`src/rtl/pbc_pkg.sv`:
```
// Package for the power button controller: item, configuration and mode types,
// register indexes and configuration reset values.
// Depends on nothing; every file of the block uses it by scoped names.
package pbc_pkg;

  // Input item, one per tick.
  typedef struct packed {
    logic button_pressed;
    logic shutdown_request;
    logic cpu_hold;
  } in_t;

  // Result item, one per input item.
  typedef struct packed {
    logic       power_enable;
    logic       wake_low;
    logic [2:0] mode_code;
  } out_t;

  typedef struct packed {
    logic [7:0]  glitch_count;
    logic [15:0] hold_count;
    logic [7:0]  detect_ticks;
    logic [9:0]  wake_pulse_ticks;
  } cfg_t;

  // Internal modes, the top modes first.
  typedef enum logic [3:0] {
    M_OFF       = 4'd0,
    M_SOFT      = 4'd1,
    M_ON        = 4'd2,
    M_PRESS     = 4'd3,
    M_HOLD      = 4'd4,
    M_OFF_WAIT  = 4'd5,
    M_SOFT_WAIT = 4'd6,
    M_ON_WAIT   = 4'd7,
    M_RELEASE   = 4'd8,
    M_WAKE      = 4'd9,
    M_HOLD_WAIT = 4'd10,
    M_HOLD_REL  = 4'd11
  } mode_e;

  // Top modes, as kept for the return and target of a press.
  typedef enum logic [1:0] {
    TOP_OFF  = 2'd0,
    TOP_SOFT = 2'd1,
    TOP_ON   = 2'd2
  } top_e;

  // Reported mode codes.
  localparam logic [2:0] CODE_OFF     = 3'd0;
  localparam logic [2:0] CODE_SOFT    = 3'd1;
  localparam logic [2:0] CODE_ON      = 3'd2;
  localparam logic [2:0] CODE_PRESSED = 3'd3;
  localparam logic [2:0] CODE_HOLD    = 3'd4;

  // Configuration register indexes.
  localparam logic [1:0] REG_GLITCH_COUNT     = 2'd0;
  localparam logic [1:0] REG_HOLD_COUNT       = 2'd1;
  localparam logic [1:0] REG_DETECT_TICKS     = 2'd2;
  localparam logic [1:0] REG_WAKE_PULSE_TICKS = 2'd3;

  localparam logic [7:0]  GLITCH_COUNT_RST     = 8'd10;
  localparam logic [15:0] HOLD_COUNT_RST       = 16'd2000;
  localparam logic [7:0]  DETECT_TICKS_RST     = 8'd20;
  localparam logic [9:0]  WAKE_PULSE_TICKS_RST = 10'd100;

endpackage

```
`src/rtl/power_button_controller.sv`:
```
// Power button controller top level: mode state machine, configuration
// registers and a two-entry result buffer.
// Depends on pbc_pkg.
//
//   channel  | direction | handshake                | payload
//   ---------+-----------+--------------------------+-------------------------
//   cfg      | in        | cfg_we_i                 | cfg_idx_i, cfg_data_i
//   in       | in        | in_valid_i / in_stall_o  | in_data_i  (pbc_pkg::in_t)
//   out      | out       | out_valid_o / out_stall_i| out_data_o (pbc_pkg::out_t)
//
// One tick item is taken per clock cycle while in_stall_o is low; its state
// update is a single pass of compare and count logic, and its result is
// registered. A second result register holds one item while the output is
// stalled, so in_stall_o rises only once both result registers are full.
// Reset puts the controller in off with power and wake released.
module power_button_controller #(
  parameter int COUNT_WIDTH = 16
) (
  input  logic           clk_i,
  input  logic           rst_ni,
  input  logic           cfg_we_i,
  input  logic [1:0]     cfg_idx_i,
  input  logic [15:0]    cfg_data_i,
  input  logic           in_valid_i,
  output logic           in_stall_o,
  input  pbc_pkg::in_t   in_data_i,
  output logic           out_valid_o,
  input  logic           out_stall_i,
  output pbc_pkg::out_t  out_data_o
);

  localparam int CmpW = (COUNT_WIDTH > 16) ? COUNT_WIDTH : 16;
  localparam logic [COUNT_WIDTH-1:0] CntMax = {COUNT_WIDTH{1'b1}};

  typedef struct packed {
    pbc_pkg::mode_e         mode;
    pbc_pkg::top_e          ret;
    pbc_pkg::top_e          tgt;
    logic [COUNT_WIDTH-1:0] cnt;
    logic                   pwr;
    logic                   wake;
  } state_t;

  // ---------------------------------------------------------------------------
  // State update helpers, mirroring the phase entries of the controller.

  function automatic logic cnt_ge(logic [COUNT_WIDTH-1:0] c, logic [15:0] lvl);
    return CmpW'(c) >= CmpW'(lvl);
  endfunction

  function automatic logic [COUNT_WIDTH-1:0] count_toward(logic [COUNT_WIDTH-1:0] c,
                                                          logic up);
    logic [COUNT_WIDTH-1:0] r;
    r = c;
    if (up) begin
      if (c != CntMax) r = c + COUNT_WIDTH'(1);
    end else begin
      if (c != '0) r = c - COUNT_WIDTH'(1);
    end
    return r;
  endfunction

  function automatic pbc_pkg::mode_e to_mode(pbc_pkg::top_e t);
    pbc_pkg::mode_e m;
    unique case (t)
      pbc_pkg::TOP_SOFT: m = pbc_pkg::M_SOFT;
      pbc_pkg::TOP_ON:   m = pbc_pkg::M_ON;
      default:           m = pbc_pkg::M_OFF;
    endcase
    return m;
  endfunction

  function automatic state_t enter_top(state_t s, pbc_pkg::top_e t);
    state_t r;
    r = s;
    r.mode = to_mode(t);
    r.pwr  = (t == pbc_pkg::TOP_ON);
    r.wake = 1'b0;
    return r;
  endfunction

  function automatic state_t resolve_wait(state_t s, pbc_pkg::mode_e w, logic sd);
    state_t r;
    if (sd) begin
      r = enter_top(s, pbc_pkg::TOP_SOFT);
    end else if (w == pbc_pkg::M_OFF_WAIT) begin
      r = enter_top(s, pbc_pkg::TOP_OFF);
    end else begin
      r = enter_top(s, pbc_pkg::TOP_ON);
    end
    return r;
  endfunction

  function automatic state_t start_wait(state_t s, pbc_pkg::cfg_t c,
                                        pbc_pkg::mode_e w, logic sd);
    state_t r;
    r = s;
    // With no recheck delay the same tick confirms the request.
    if (c.detect_ticks == '0) begin
      r = resolve_wait(s, w, sd);
    end else begin
      r.mode = w;
      r.cnt  = '0;
    end
    return r;
  endfunction

  function automatic state_t enter_wake(state_t s, pbc_pkg::cfg_t c);
    state_t r;
    r = s;
    if (c.wake_pulse_ticks == '0) begin
      r = enter_top(s, s.tgt);
    end else begin
      r.mode = pbc_pkg::M_WAKE;
      r.wake = 1'b1;
      r.cnt  = '0;
    end
    return r;
  endfunction

  function automatic state_t enter_release(state_t s, pbc_pkg::cfg_t c);
    state_t r;
    r = s;
    r.mode = pbc_pkg::M_RELEASE;
    r.cnt  = COUNT_WIDTH'(1);
    if (cnt_ge(r.cnt, {8'd0, c.glitch_count})) r = enter_wake(r, c);
    return r;
  endfunction

  function automatic state_t enter_press(state_t s, pbc_pkg::cfg_t c);
    state_t r;
    r = s;
    r.mode = pbc_pkg::M_PRESS;
    r.cnt  = COUNT_WIDTH'(1);
    if (cnt_ge(r.cnt, {8'd0, c.glitch_count})) r = enter_release(r, c);
    return r;
  endfunction

  function automatic state_t enter_hold_release(state_t s, pbc_pkg::cfg_t c);
    state_t r;
    r = s;
    r.pwr  = 1'b0;
    r.mode = pbc_pkg::M_HOLD_REL;
    r.cnt  = COUNT_WIDTH'(1);
    if (cnt_ge(r.cnt, {8'd0, c.glitch_count})) r = enter_top(r, pbc_pkg::TOP_OFF);
    return r;
  endfunction

  function automatic state_t enter_hold_wait(state_t s, pbc_pkg::cfg_t c);
    state_t r;
    r = s;
    r.wake = 1'b1;
    r.mode = pbc_pkg::M_HOLD_WAIT;
    r.cnt  = COUNT_WIDTH'(1);
    if (cnt_ge(r.cnt, c.hold_count)) r = enter_hold_release(r, c);
    return r;
  endfunction

  function automatic state_t enter_hold(state_t s, pbc_pkg::cfg_t c);
    state_t r;
    r = s;
    r.mode = pbc_pkg::M_HOLD;
    r.cnt  = COUNT_WIDTH'(1);
    if (cnt_ge(r.cnt, {8'd0, c.glitch_count})) r = enter_hold_wait(r, c);
    return r;
  endfunction

  function automatic state_t step(state_t s, pbc_pkg::cfg_t c, pbc_pkg::in_t x);
    state_t r;
    logic   btn;
    logic   sd;
    r   = s;
    btn = x.button_pressed;
    sd  = x.shutdown_request;
    unique case (s.mode)
      pbc_pkg::M_OFF, pbc_pkg::M_SOFT: begin
        r.ret = (s.mode == pbc_pkg::M_OFF) ? pbc_pkg::TOP_OFF : pbc_pkg::TOP_SOFT;
        r.tgt = pbc_pkg::TOP_ON;
        r.pwr = 1'b0;
        // A pressed button wins over a shutdown request in the same tick.
        if (btn) begin
          r = enter_press(r, c);
        end else if (s.mode == pbc_pkg::M_OFF && sd) begin
          r = start_wait(r, c, pbc_pkg::M_OFF_WAIT, sd);
        end else if (s.mode == pbc_pkg::M_SOFT && !sd) begin
          r = start_wait(r, c, pbc_pkg::M_SOFT_WAIT, sd);
        end
      end
      pbc_pkg::M_ON: begin
        r.ret = pbc_pkg::TOP_ON;
        r.tgt = pbc_pkg::TOP_OFF;
        r.pwr = 1'b1;
        if (btn) begin
          r = x.cpu_hold ? enter_hold(r, c) : enter_press(r, c);
        end else if (sd) begin
          r = start_wait(r, c, pbc_pkg::M_ON_WAIT, sd);
        end
      end
      pbc_pkg::M_OFF_WAIT, pbc_pkg::M_SOFT_WAIT, pbc_pkg::M_ON_WAIT: begin
        r.cnt = s.cnt + COUNT_WIDTH'(1);
        if (cnt_ge(r.cnt, {8'd0, c.detect_ticks})) r = resolve_wait(r, s.mode, sd);
      end
      pbc_pkg::M_PRESS: begin
        r.cnt = count_toward(s.cnt, btn);
        if (r.cnt == '0) begin
          r = enter_top(r, s.ret);
        end else if (cnt_ge(r.cnt, {8'd0, c.glitch_count})) begin
          r = enter_release(r, c);
        end
      end
      pbc_pkg::M_RELEASE: begin
        r.cnt = count_toward(s.cnt, !btn);
        if (cnt_ge(r.cnt, {8'd0, c.glitch_count})) r = enter_wake(r, c);
      end
      pbc_pkg::M_WAKE: begin
        r.cnt = s.cnt + COUNT_WIDTH'(1);
        if (cnt_ge(r.cnt, {6'd0, c.wake_pulse_ticks})) r = enter_top(r, s.tgt);
      end
      pbc_pkg::M_HOLD: begin
        r.cnt = count_toward(s.cnt, btn);
        if (r.cnt == '0) begin
          r = enter_top(r, pbc_pkg::TOP_ON);
        end else if (cnt_ge(r.cnt, {8'd0, c.glitch_count})) begin
          r = enter_hold_wait(r, c);
        end
      end
      pbc_pkg::M_HOLD_WAIT: begin
        r.cnt = count_toward(s.cnt, btn);
        if (r.cnt == '0) begin
          r = enter_top(r, pbc_pkg::TOP_ON);
        end else if (cnt_ge(r.cnt, c.hold_count)) begin
          r = enter_hold_release(r, c);
        end
      end
      pbc_pkg::M_HOLD_REL: begin
        r.cnt = count_toward(s.cnt, !btn);
        if (cnt_ge(r.cnt, {8'd0, c.glitch_count})) r = enter_top(r, pbc_pkg::TOP_OFF);
      end
      default: begin
        r = enter_top(r, pbc_pkg::TOP_OFF);
      end
    endcase
    return r;
  endfunction

  // ---------------------------------------------------------------------------
  // Configuration registers.

  pbc_pkg::cfg_t cfg_q;

  always_ff @(posedge clk_i or negedge rst_ni) begin
    if (!rst_ni) begin
      cfg_q.glitch_count     <= pbc_pkg::GLITCH_COUNT_RST;
      cfg_q.hold_count       <= pbc_pkg::HOLD_COUNT_RST;
      cfg_q.detect_ticks     <= pbc_pkg::DETECT_TICKS_RST;
      cfg_q.wake_pulse_ticks <= pbc_pkg::WAKE_PULSE_TICKS_RST;
    end else if (cfg_we_i) begin
      unique case (cfg_idx_i)
        pbc_pkg::REG_GLITCH_COUNT:     cfg_q.glitch_count     <= cfg_data_i[7:0];
        pbc_pkg::REG_HOLD_COUNT:       cfg_q.hold_count       <= cfg_data_i;
        pbc_pkg::REG_DETECT_TICKS:     cfg_q.detect_ticks     <= cfg_data_i[7:0];
        pbc_pkg::REG_WAKE_PULSE_TICKS: cfg_q.wake_pulse_ticks <= cfg_data_i[9:0];
      endcase
    end
  end

  // ---------------------------------------------------------------------------
  // Mode state machine.

  state_t        state_d, state_q;
  pbc_pkg::out_t res_d;
  logic          in_fire;
  logic          out_fire;

  assign in_fire  = in_valid_i && !in_stall_o;
  assign out_fire = out_valid_o && !out_stall_i;

  always_comb begin
    state_d = state_q;
    if (in_fire) state_d = step(state_q, cfg_q, in_data_i);
  end

  // Result of the item taken this cycle, from the state it leaves behind.
  // A shutdown recheck wait reports the top mode being left.
  always_comb begin
    res_d.power_enable = state_d.pwr;
    res_d.wake_low     = state_d.wake;
    unique case (state_d.mode)
      pbc_pkg::M_OFF, pbc_pkg::M_OFF_WAIT:   res_d.mode_code = pbc_pkg::CODE_OFF;
      pbc_pkg::M_SOFT, pbc_pkg::M_SOFT_WAIT: res_d.mode_code = pbc_pkg::CODE_SOFT;
      pbc_pkg::M_ON, pbc_pkg::M_ON_WAIT:     res_d.mode_code = pbc_pkg::CODE_ON;
      pbc_pkg::M_PRESS, pbc_pkg::M_RELEASE, pbc_pkg::M_WAKE:
        res_d.mode_code = pbc_pkg::CODE_PRESSED;
      pbc_pkg::M_HOLD, pbc_pkg::M_HOLD_WAIT, pbc_pkg::M_HOLD_REL:
        res_d.mode_code = pbc_pkg::CODE_HOLD;
      default: res_d.mode_code = pbc_pkg::CODE_OFF;
    endcase
  end

  always_ff @(posedge clk_i or negedge rst_ni) begin
    if (!rst_ni) begin
      state_q.mode <= pbc_pkg::M_OFF;
      state_q.ret  <= pbc_pkg::TOP_OFF;
      state_q.tgt  <= pbc_pkg::TOP_ON;
      state_q.cnt  <= '0;
      state_q.pwr  <= 1'b0;
      state_q.wake <= 1'b0;
    end else begin
      state_q <= state_d;
    end
  end

  // ---------------------------------------------------------------------------
  // Result buffer: output register plus one skid register.

  pbc_pkg::out_t out_q, skid_q;
  logic          out_valid_q, skid_valid_q;

  always_ff @(posedge clk_i or negedge rst_ni) begin
    if (!rst_ni) begin
      out_valid_q  <= 1'b0;
      skid_valid_q <= 1'b0;
    end else begin
      if (in_fire) begin
        if (!out_valid_q || out_fire) begin
          out_valid_q <= 1'b1;
        end else begin
          skid_valid_q <= 1'b1;
        end
      end else if (out_fire) begin
        out_valid_q  <= skid_valid_q;
        skid_valid_q <= 1'b0;
      end
    end
  end

  always_ff @(posedge clk_i) begin
    if (in_fire) begin
      if (!out_valid_q || out_fire) begin
        out_q <= res_d;
      end else begin
        skid_q <= res_d;
      end
    end else if (out_fire && skid_valid_q) begin
      out_q <= skid_q;
    end
  end

  assign in_stall_o  = skid_valid_q;
  assign out_valid_o = out_valid_q;
  assign out_data_o  = out_q;

endmodule

```
`config.mk`:
```
export PLATFORM = sky130hd
export DESIGN_NAME = power_button_controller
export DESIGN_NICKNAME = d
export VERILOG_FILES = /design/src/rtl/pbc_pkg.sv /design/src/rtl/power_button_controller.sv
export SDC_FILE = /design/constraint.sdc
export NUM_CORES = 1
export LEC_CHECK = 0
export BUFFER_PORTS_ARGS = -buffer_cell sky130_fd_sc_hd__buf_4
export CORE_MARGIN = 5
export CORE_UTILIZATION = 55
export CTS_CLUSTER_DIAMETER = 150
export CTS_CLUSTER_SIZE = 40
export DETAILED_ROUTE_END_ITERATION = 10
export PLACE_DENSITY = 0.72
export RECOVER_POWER = 100
export SLEW_MARGIN = 20
export SYNTH_ARGS = -nofsm -noshare
export SYNTH_HDL_FRONTEND = slang
export SYNTH_SLANG_ARGS = --single-unit
```
`constraint.sdc`:
```
create_clock -name clk_i -period 7.9 [get_ports clk_i]
set_input_delay 0.79 -clock clk_i [delete_from_list [all_inputs] [get_ports clk_i]]
set_output_delay 0.79 -clock clk_i [all_outputs]
set_load 0.01 [all_outputs]
```
Word-level counts from Yosys, hierarchy flattened
Memories as Yosys holds them, arrays and structs flattened.
Cells that the tools add are included.

storage, ports and cells
  bits in registers = 80
  memory bits (read-only) = 48
  input port bits = 26
  output and inout port bits = 7
  logic and storage cells = 173
  memories = 1

operators by class
  $add $sub $neg = 2
  magnitude comparators = 9
  equality and inequality tests = 26
  muxes and demuxes = 75
  bitwise operators = 8
  reduce and logical (&&, ||, !) cells = 34

memory list
  memory           words  bits a word  read ports  clocked after Yosys merged registers in  write ports  line                            source
  (no name shown)  16     3            1           0                                        0            power_button_controller.sv:288  unique case (state_d.mode)

operators with widths
  kind                                                 number
  two-way mux 26 bit                                   25
  two-way mux 16 bit                                   18
  case mux 26 bit (9 select lines)                     1
  >= comparator 16 x 8 -> 1 bit                        5
  two-way mux 24 bit                                   3
  logical NOT 16 bit                                   3
  two-way mux 4 bit                                    7
  two-way mux 23 bit                                   1
  adder 16 x 1 -> 16 bit, second input constant        1
  equality test 4 x 3 -> 1 bit, second input constant  4
  equality test 4 bit, second input constant           4
  >= comparator 1 x 16 -> 1 bit, first input constant  1
  >= comparator 16 x 10 -> 1 bit                       1
  >= comparator 16 bit                                 1
  inequality test 16 bit, second input constant        1
  AND reduction 2 bit                                  8
  nonzero test 16 bit                                  1
  subtractor 16 x 1 -> 16 bit, second input constant   1
  two-way mux 5 bit                                    3
  inequality test 4 bit, second input constant         3
  two-way mux 1 bit                                    11
  logical NOT 10 bit                                   1
  AND reduction 9 bit                                  1
  nonzero test 9 bit                                   1
  other kinds (22)                                     48

Depth between registers and ports, before layout
Gate-level depths: netlist of run 1.
An unclocked memory read counts as a cell.

  word-level depth = 13
  depth in mapped cells = 23
  depth with buffers taken out = 21

Least setup slack after synthesis of run 1
No wires, ideal clock.

  path type = input-to-reg
  from = input in_data_i[2] (netlist bit)
  to = register out_q, in the netlist out_data_o[2], data pin
  library setup time = 0.256 ns
  arrival = 4.887 ns
  data required time = 7.644 ns
  path slack = 2.756 ns
  cell stages on the path = 21
  path buffers = 7
  cell sequence = clkbuf_1 clkbuf_1 clkbuf_1 clkbuf_1 buf_1 clkbuf_1 nor3_1 a21oi_1 ha_1 a21o_1 a211oi_1 o21ai_0 a21oi_1 and4_1 clkbuf_1 o32a_1 a41oi_2 nor3_2 inv_2 a21o_1 o22a_1

RTL lines
  item                    line                            source
  start: declaration      power_button_controller.sv:26   input pbc_pkg::in_t in_data_i,
  end signal: assignment  power_button_controller.sv:340  out_q <= res_d;
  end signal: assignment  power_button_controller.sv:345  out_q <= skid_q;
  end: declaration        power_button_controller.sv:316  pbc_pkg::out_t out_q, skid_q;

==> results of run 1 <==
==> how the worst max path moves through the flow <==
stage | from | slack, ns | end
final | state_q[2] | 1.46 | out_data_o[2]
after detailed placement | state_q[2] | 2.08 | out_data_o[2]
after global placement | state_q[2] | 2.19 | out_data_o[2]
after floorplan | in_data_i[2] | 2.76 | out_data_o[2]
after CTS | state_q[2] | 2.01 | out_data_o[2]
after global routing | state_q[2] | 1.26 | out_data_o[2]
==> state kept, by name, indices dropped and copies added, names as in the netlist <==
| signal | cells |
|---|---|
| in_stall_o | 1 |
| skid_q | 5 |
| state_q | 25 |
| out_data_o | 5 |
| out_valid_o | 1 |
| cfg_q | 42 |
==> cells in the mapped netlist, drive strengths merged, types with 7 or more instances <==
master and n:
nor2b 8, a211oi 10, o221ai 16, o31a 7, dfstp 14, nand4 14
a31oi 14, nand2b 11, mux2 36, a21o 17, xnor2 16, nand3 26
dfrtp 55, o21ai 64, buf 11, a21oi 71, and4 7, clkbuf 45
o22ai 8, nand2 69, mux2i 13, o31ai 12, inv 63, or2 7
nor3 30, nor2 65, or4 11, edfxtp 10, and3 10, ha 52
or3 8, nor4 19
==> power groups by stage <==
stage	logic (W)	clock network [W]	registers [W]
2_1_floorplan	0.00121	0	0.000633
3_3_place_gp	0.00147	0	0.000752
3_5_place_dp	0.00151	0	0.000758
4_1_cts	0.00152	0.000459	0.000751
5_1_grt	0.00170	0.000481	0.000782
6_report	0.00154	0.000449	0.000764
==> logic make-up (layout without fill, tap and decap cells) <==
logic type | count (synthesis) | count (layout) | synth area share, %
simple gates | 302 | 302 | 21.9
compound gates | 276 | 276 | 25.0
buf+inv | 120 | 116 | 6.53
flops | 79 | 79 | 28.0
fa+ha+maj | 52 | 52 | 8.89
mux | 49 | 49 | 7.32
xor+xnor | 20 | 20 | 2.39
==> through the flow <==
step	hold WS [ns]	util [%]	cells	setup WS, ns	cell area (sq um)
2_1_floorplan	0.479	-	898	2.76	7310
3_3_place_gp	0.494	57.7	1054	2.19	7570
3_5_place_dp	0.505	57.7	1054	2.08	7570
4_1_cts	0.521	60.0	1070	2.01	7890
5_1_grt	0.531	59.6	1070	1.26	7840
6_report	0.520	59.6	1070	1.46	7840
==> per-layer routing <==
| layer | global-route usage (%) | wire (um) |
|---|---|---|
| met3 | 6.91 | 2150 |
| met1 | 41.4 | 10000 |
| met2 | 43.2 | 10000 |
| met5 | 0 | 0 |
| met4 | 14.2 | 1090 |
==> final cells by class <==
cell class,count,area share [%]
clock inverter,6,0.942
sequential,79,26.1
timing repair buffer,36,2.87
inverter,64,3.07
clock buffer,10,3.05
tap,176,2.81
multi-input combinational,699,61.2
==> worst max-delay path, stage by stage, from the launching register on <==
cell	delay, ns
dfrtp_1	0.55
clkinv_1	0.24
ha_1	0.19
or4b_1	0.58
nor4_4	0.57
nand2_1	0.25
o21ai_0	0.26
xnor2_1	0.33
ha_1	0.34
nand2b_1	0.14
a21o_1	0.17
a21oi_1	0.17
nor3b_1	0.09
o22ai_1	0.33
nor2_1	0.08
nor4_1	0.42
a41oi_2	0.19
nor3_1	0.61
clkinv_1	0.30
a21o_1	0.22
o22a_1	0.15
==> results.py, run 1 <==
metrics = {
    "status": {
        "status": "finished with violations",
        "violations": "max-capacitance violations, max-slew violations",
    },
    "sta": {
        "period_needed_ns": 6.44,
        "period_share_pct": 81.6,
        "rsz0062_at_grt": "false",
        "tightest_slew_ns": 3.80,
        "fmax_mhz": 155,
        "slew_viol_final": 70,
        "slew_headroom_pct": -154,
        "finalHoldViolCount": 0,
        "fin_setup_tns_ns": 0,
        "setup_violations": 0,
        "clock_skew_ns": 0.00748,
    },
    "worst_setup_path": {
        "end_kind": "flip-flop",
        "path_class": "reg -> reg",
        "critPathRequiredTime_ns": 8.01,
        "start_kind": "flip-flop",
        "worstReg2RegEnd": "out_data_o[2]",
        "rr_worst_depth": 20,
        "critPathMaxFanout": 11,
        "ff2ff_setup_slack_ns": 1.46,
        "r2r_start": "state_q[2]",
        "arrival_ns": 6.55,
    },
    "pwr": {
        "swShare_pct": 49.8,
        "clockPowerShare_pct": 16.3,
        "p_per_area_nw_per_um2": 352,
        "leakage_nw": 3.26,
        "vdd_drop_max_mv": 0.208,
        "p_switching_w": 0.00137,
        "power.internal_w": 0.00138,
        "p_total_w": 0.00275,
        "p_seq_share_pct": 27.7,
        "combinationalPowerShare_pct": 56.0,
    },
    "global_routing": {
        "overflow": 0,
        "grt_pass1_wl_um": 37600,
        "grt_max_degree": 70,
        "grt_usage_pct": 29.6,
        "antenna_found_initial": 0,
        "grt_pass1_vias": 6896,
    },
    "placement": {
        "dpl.hpwl_um": 17400,
        "numPortBuffers": 32,
        "place_congestion": 0.990,
    },
    "routing": {
        "wire_per_inst_um": 21.7,
        "drtIter0Drc": 956,
        "ant_nets": 0,
        "drt_first_pass_iters": 6,
        "drc": 0,
        "routed_wirelength_um": 23300,
        "vias_per_cell": 6.80,
        "num_vias": 7279,
    },
    "synth": {
        "synth_area_leaders": "dfrtp_1 (19%), ha_1 (8.9%), mux2_2 (5.5%)",
        "synth-main-ff-cell": "dfrtp_1",
        "synth.avg_cell_area_sq_um": 8.15,
        "yosysTopAreaCellShare_pct": 18.8,
        "ys.warnings.count": 0,
        "synth.distinct_cells": 85,
        "synthArstFlopShare_pct": 87.3,
        "ys_seq_elements": 79,
        "synth_area_sq_um": 7310,
        "synth-edff-count": 10,
        "synth_largest_area_cell": "dfrtp_1",
        "postSynthNetCount": 976,
        "yosysSeqAreaShare_pct": 28.0,
        "syn_inst": 898,
    },
    "cts": {
        "cts_resized": 0,
        "cts.sinks": 79,
        "clockBufferDepth": 2,
        "cts-hold-fix-buffers": 0,
        "clk_latency_ns": 0.36,
        "post-cts-setup-buffers": 0,
        "path_clk_slew_ns": 0.07,
        "cts_made_buffers": 9,
        "h-tree-depth": 3,
        "cts_root_buf": "clkbuf_16",
        "tritoncts": "yes",
    },
    "floorplanning": {
        "dieArea_sq_um": 15700,
        "initial_utilization_pct": 55.7,
        "io_pins": 33,
        "rows": 42,
        "coreArea_sq_um": 13100,
        "dieWidth_um": 125,
        "die_h_um": 125,
    },
    "run": {
        "max_cap_viol_count": 1,
    },
    "cells_and_area": {
        "nNetsFinal": 967,
        "seq_area_sq_um": 2040,
        "multiInputGateArea_sq_um": 4790,
        "num-fill-cells": 1161,
        "final_cell_mix": "a21oi_1 (70), nand2_1 (68), nor2_1 (64), o21ai_0 (63), inv_1 (62)",
        "antennaDiodeCount": 0,
        "drive_above_1_share_pct": 12.6,
        "areaGrowthSynthToFinish_pct": 7.12,
        "final_common_cell": "a21oi_1",
    },
    "hold_path": {
        "min_path_cells": 1,
        "hold_end": "out_data_o[3]",
        "hold_path_class": "reg -> reg",
        "min_from": "skid_q[3]",
    },
}
(Power assumes the default switching activity.)
==> inputs of run 2 (changes only) <==
ABC_AREA = 1   (was default)
clock period = 6 ns   (was 7.9 ns; I/O delays follow)
==> run 2 against run 1 <==
The flow still finishes with violations (max-capacitance violations, max-slew violations). Core utilization rose by 0.18 points. Via count rose by 5.0%. Maximum frequency rose by 25%. Sequential share of layout area fell by 0.18 points. Sequential power rose by 15%. Flip-flop and latch count did not move. Routed wire length fell by 5.1%. Critical path depth rose by 5. Largest power group unchanged. Highest routed layer unchanged.
==> results.py, run 2 <==
metrics = {
    "routing": {
        "drt_first_pass_iters": 6,
        "ant_nets": 0,
        "drc": 0,
        "vias_per_cell": 5.64,
        "num_vias": 7645,
        "drtIter0Drc": 910,
        "routed_wirelength_um": 22100,
        "wire_per_inst_um": 16.3,
    },
    "cts": {
        "path_clk_slew_ns": 0.07,
        "post-cts-setup-buffers": 0,
        "h-tree-depth": 3,
        "tritoncts": "yes",
        "clockBufferDepth": 2,
        "cts.sinks": 79,
        "clk_latency_ns": 0.35,
        "cts_resized": 0,
        "cts_made_buffers": 9,
        "cts_root_buf": "clkbuf_16",
        "cts-hold-fix-buffers": 0,
    },
    "global_routing": {
        "overflow": 0,
        "grt_usage_pct": 27.9,
        "grt_max_degree": 70,
        "grt_pass1_vias": 7040,
        "antenna_found_initial": 0,
        "grt_pass1_wl_um": 35900,
    },
    "cells_and_area": {
        "antennaDiodeCount": 0,
        "final_common_cell": "nand2_1",
        "largest_reg_flops": 42,
        "num-fill-cells": 1317,
        "nNetsFinal": 1252,
        "seq_area_sq_um": 2040,
        "areaGrowthSynthToFinish_pct": 6.79,
        "top_register": "cfg_q",
        "drive_above_1_share_pct": 8.40,
        "final_cell_mix": "nand2_1 (350), inv_1 (175), nor2_1 (120), nand3_1 (91), o21ai_0 (78)",
        "reg_top3": "cfg_q x42, state_q x25",
        "multiInputGateArea_sq_um": 4460,
    },
    "worst_setup_path": {
        "arrival_ns": 5.38,
        "path_class": "reg -> reg",
        "start_kind": "flip-flop",
        "cpMaxStageDelayCell": "o21ai_0",
        "critPathRequiredTime_ns": 6.22,
        "critical-path-max-stage-delay_ns": 0.69,
        "critPathMaxFanout": 22,
        "end_kind": "flip-flop",
        "crit_path_frequent_cell": "nand2_1",
    },
    "synth": {
        "post-synth-top-count-cell": "nand2_1",
        "ys.warnings.count": 0,
        "synth_largest_area_cell": "dfrtp_1",
        "postSynthNetCount": 1237,
        "synth_area_sq_um": 7390,
        "synth-edff-count": 10,
        "synth_commonest_cells": "nand2_1 (345), inv_1 (173), nor2_1 (119), nand3_1 (90), o21ai_0 (78)",
        "syn_inst": 1159,
        "ys_seq_elements": 79,
        "yosysSeqAreaShare_pct": 27.7,
        "synth.avg_cell_area_sq_um": 6.37,
        "synthArstFlopShare_pct": 87.3,
        "synth-main-ff-cell": "dfrtp_1",
        "synth_area_leaders": "dfrtp_1 (19%), nand2_1 (18%), ha_1 (8.8%)",
        "synth.distinct_cells": 52,
        "yosysTopAreaCellShare_pct": 18.6,
    },
    "sta": {
        "clock_skew_ns": 0.0113,
        "fmax_mhz": 194,
        "slew_viol_final": 70,
        "hold_ws_ns": 0.486,
        "tightest_slew_ns": 3.89,
        "rsz0062_at_grt": "false",
        "slew_headroom_pct": -159,
        "period_share_pct": 86.1,
        "finalHoldViolCount": 0,
        "setup_violations": 0,
        "period_needed_ns": 5.16,
        "fin_setup_tns_ns": 0,
    },
    "floorplanning": {
        "die_h_um": 126,
        "dieArea_sq_um": 15900,
        "coreArea_sq_um": 13200,
        "io_pins": 33,
        "initial_utilization_pct": 56.0,
        "dieWidth_um": 126,
        "rows": 42,
    },
    "run": {
        "max_cap_viol_count": 1,
    },
    "hold_path": {
        "hold_path_class": "reg -> reg",
    },
    "pwr": {
        "p_per_area_nw_per_um2": 441,
        "leakage_nw": 4.11,
        "vdd_drop_max_mv": 0.217,
    },
    "placement": {
        "place_congestion": 0.996,
        "numPortBuffers": 32,
        "dpl.hpwl_um": 17200,
    },
    "status": {
        "status": "finished with violations",
        "violations": "max-capacitance violations, max-slew violations",
    },
}
run 2: cell count changes after synthesis, sizes merged, moves of 16 or more:
cell / previous run / this run
nand2: 69 / 365
clkbuf: 45 / 14
nor3: 30 / 5
a21oi: 71 / 49
a21o: 17 / 0
nor2: 65 / 135
mux2: 36 / 1
inv: 63 / 178
xnor2: 16 / 0
nand3: 26 / 98
o21ai: 64 / 87
run 2: where the power goes:
part | switching (W) | internal (W)
registers | 0.000158 | 0.000719
clock network | 0.000239 | 0.000282
logic | 0.00140 | 0.000679
run 2: path summary, 6_finish.rpt:
check                      slack (ns)             to        from  cells past startpoint
hold reg to reg                  0.49       cfg_q[9]    cfg_q[9]                      2
setup / recovery                 0.84  out_data_o[1]  state_q[2]                     25
setup reg to reg                 0.84  out_data_o[1]  state_q[2]                     25
hold / removal                   0.49       cfg_q[9]    cfg_q[9]                      2
max in group asynchronous        2.22      cfg_q[33]      rst_ni                      1
min in group asynchronous        1.61       cfg_q[4]      rst_ni                      1
run 2: cells by family after synthesis:
kind of cell,share of synthesized area (%)
DFF,27.7
buffers and inverters,11.5
adders and majority gates,8.81
and+or+nand+nor,37.2
xor gates and xnor gates,0.711
AOI/OAI and AO/OA,13.9
muxes,0.288
run 2: cell type report:
cell class                 instances  area share [%]
clock buffer                      11            2.95
clock inverter                     5           0.444
inverter                         182            8.66
multi-input combinational        868            56.5
sequential                        79            25.9
tap                              176            2.79
timing repair buffer              34            2.76
run 2: worst max-delay path: cells and delay by family, from the launching register on:
family | cells | cell delay (ns)
adders and majority gates | 2 | 0.64
buffers and inverters | 3 | 0.36
AOI/OAI and AO/OA | 2 | 0.87
DFF | 1 | 0.54
and+or+nand+nor | 18 | 2.61
run 2: through the flow:
step           util, %  cells  area (sq um)  power, W  worst slack (ns)
6_report          59.8   1355          7890   0.00348             0.835
5_1_grt           59.8   1355          7890   0.00383             0.505
4_1_cts           60.4   1355          7970   0.00348              1.55
3_5_place_dp      58.4   1339          7700   0.00295              1.55
3_3_place_gp      58.4   1339          7700   0.00293              1.59
2_1_floorplan        -   1159          7390   0.00239              2.21
run 2: layer usage:
metal	part of all wire (%)	track usage, %	up-vias
met5	0	0	-
met4	3.0	9.84	0
met3	8.9	5.55	55
met2	41	40.5	358
met1	47	41.2	3450
li1	-	-	3782
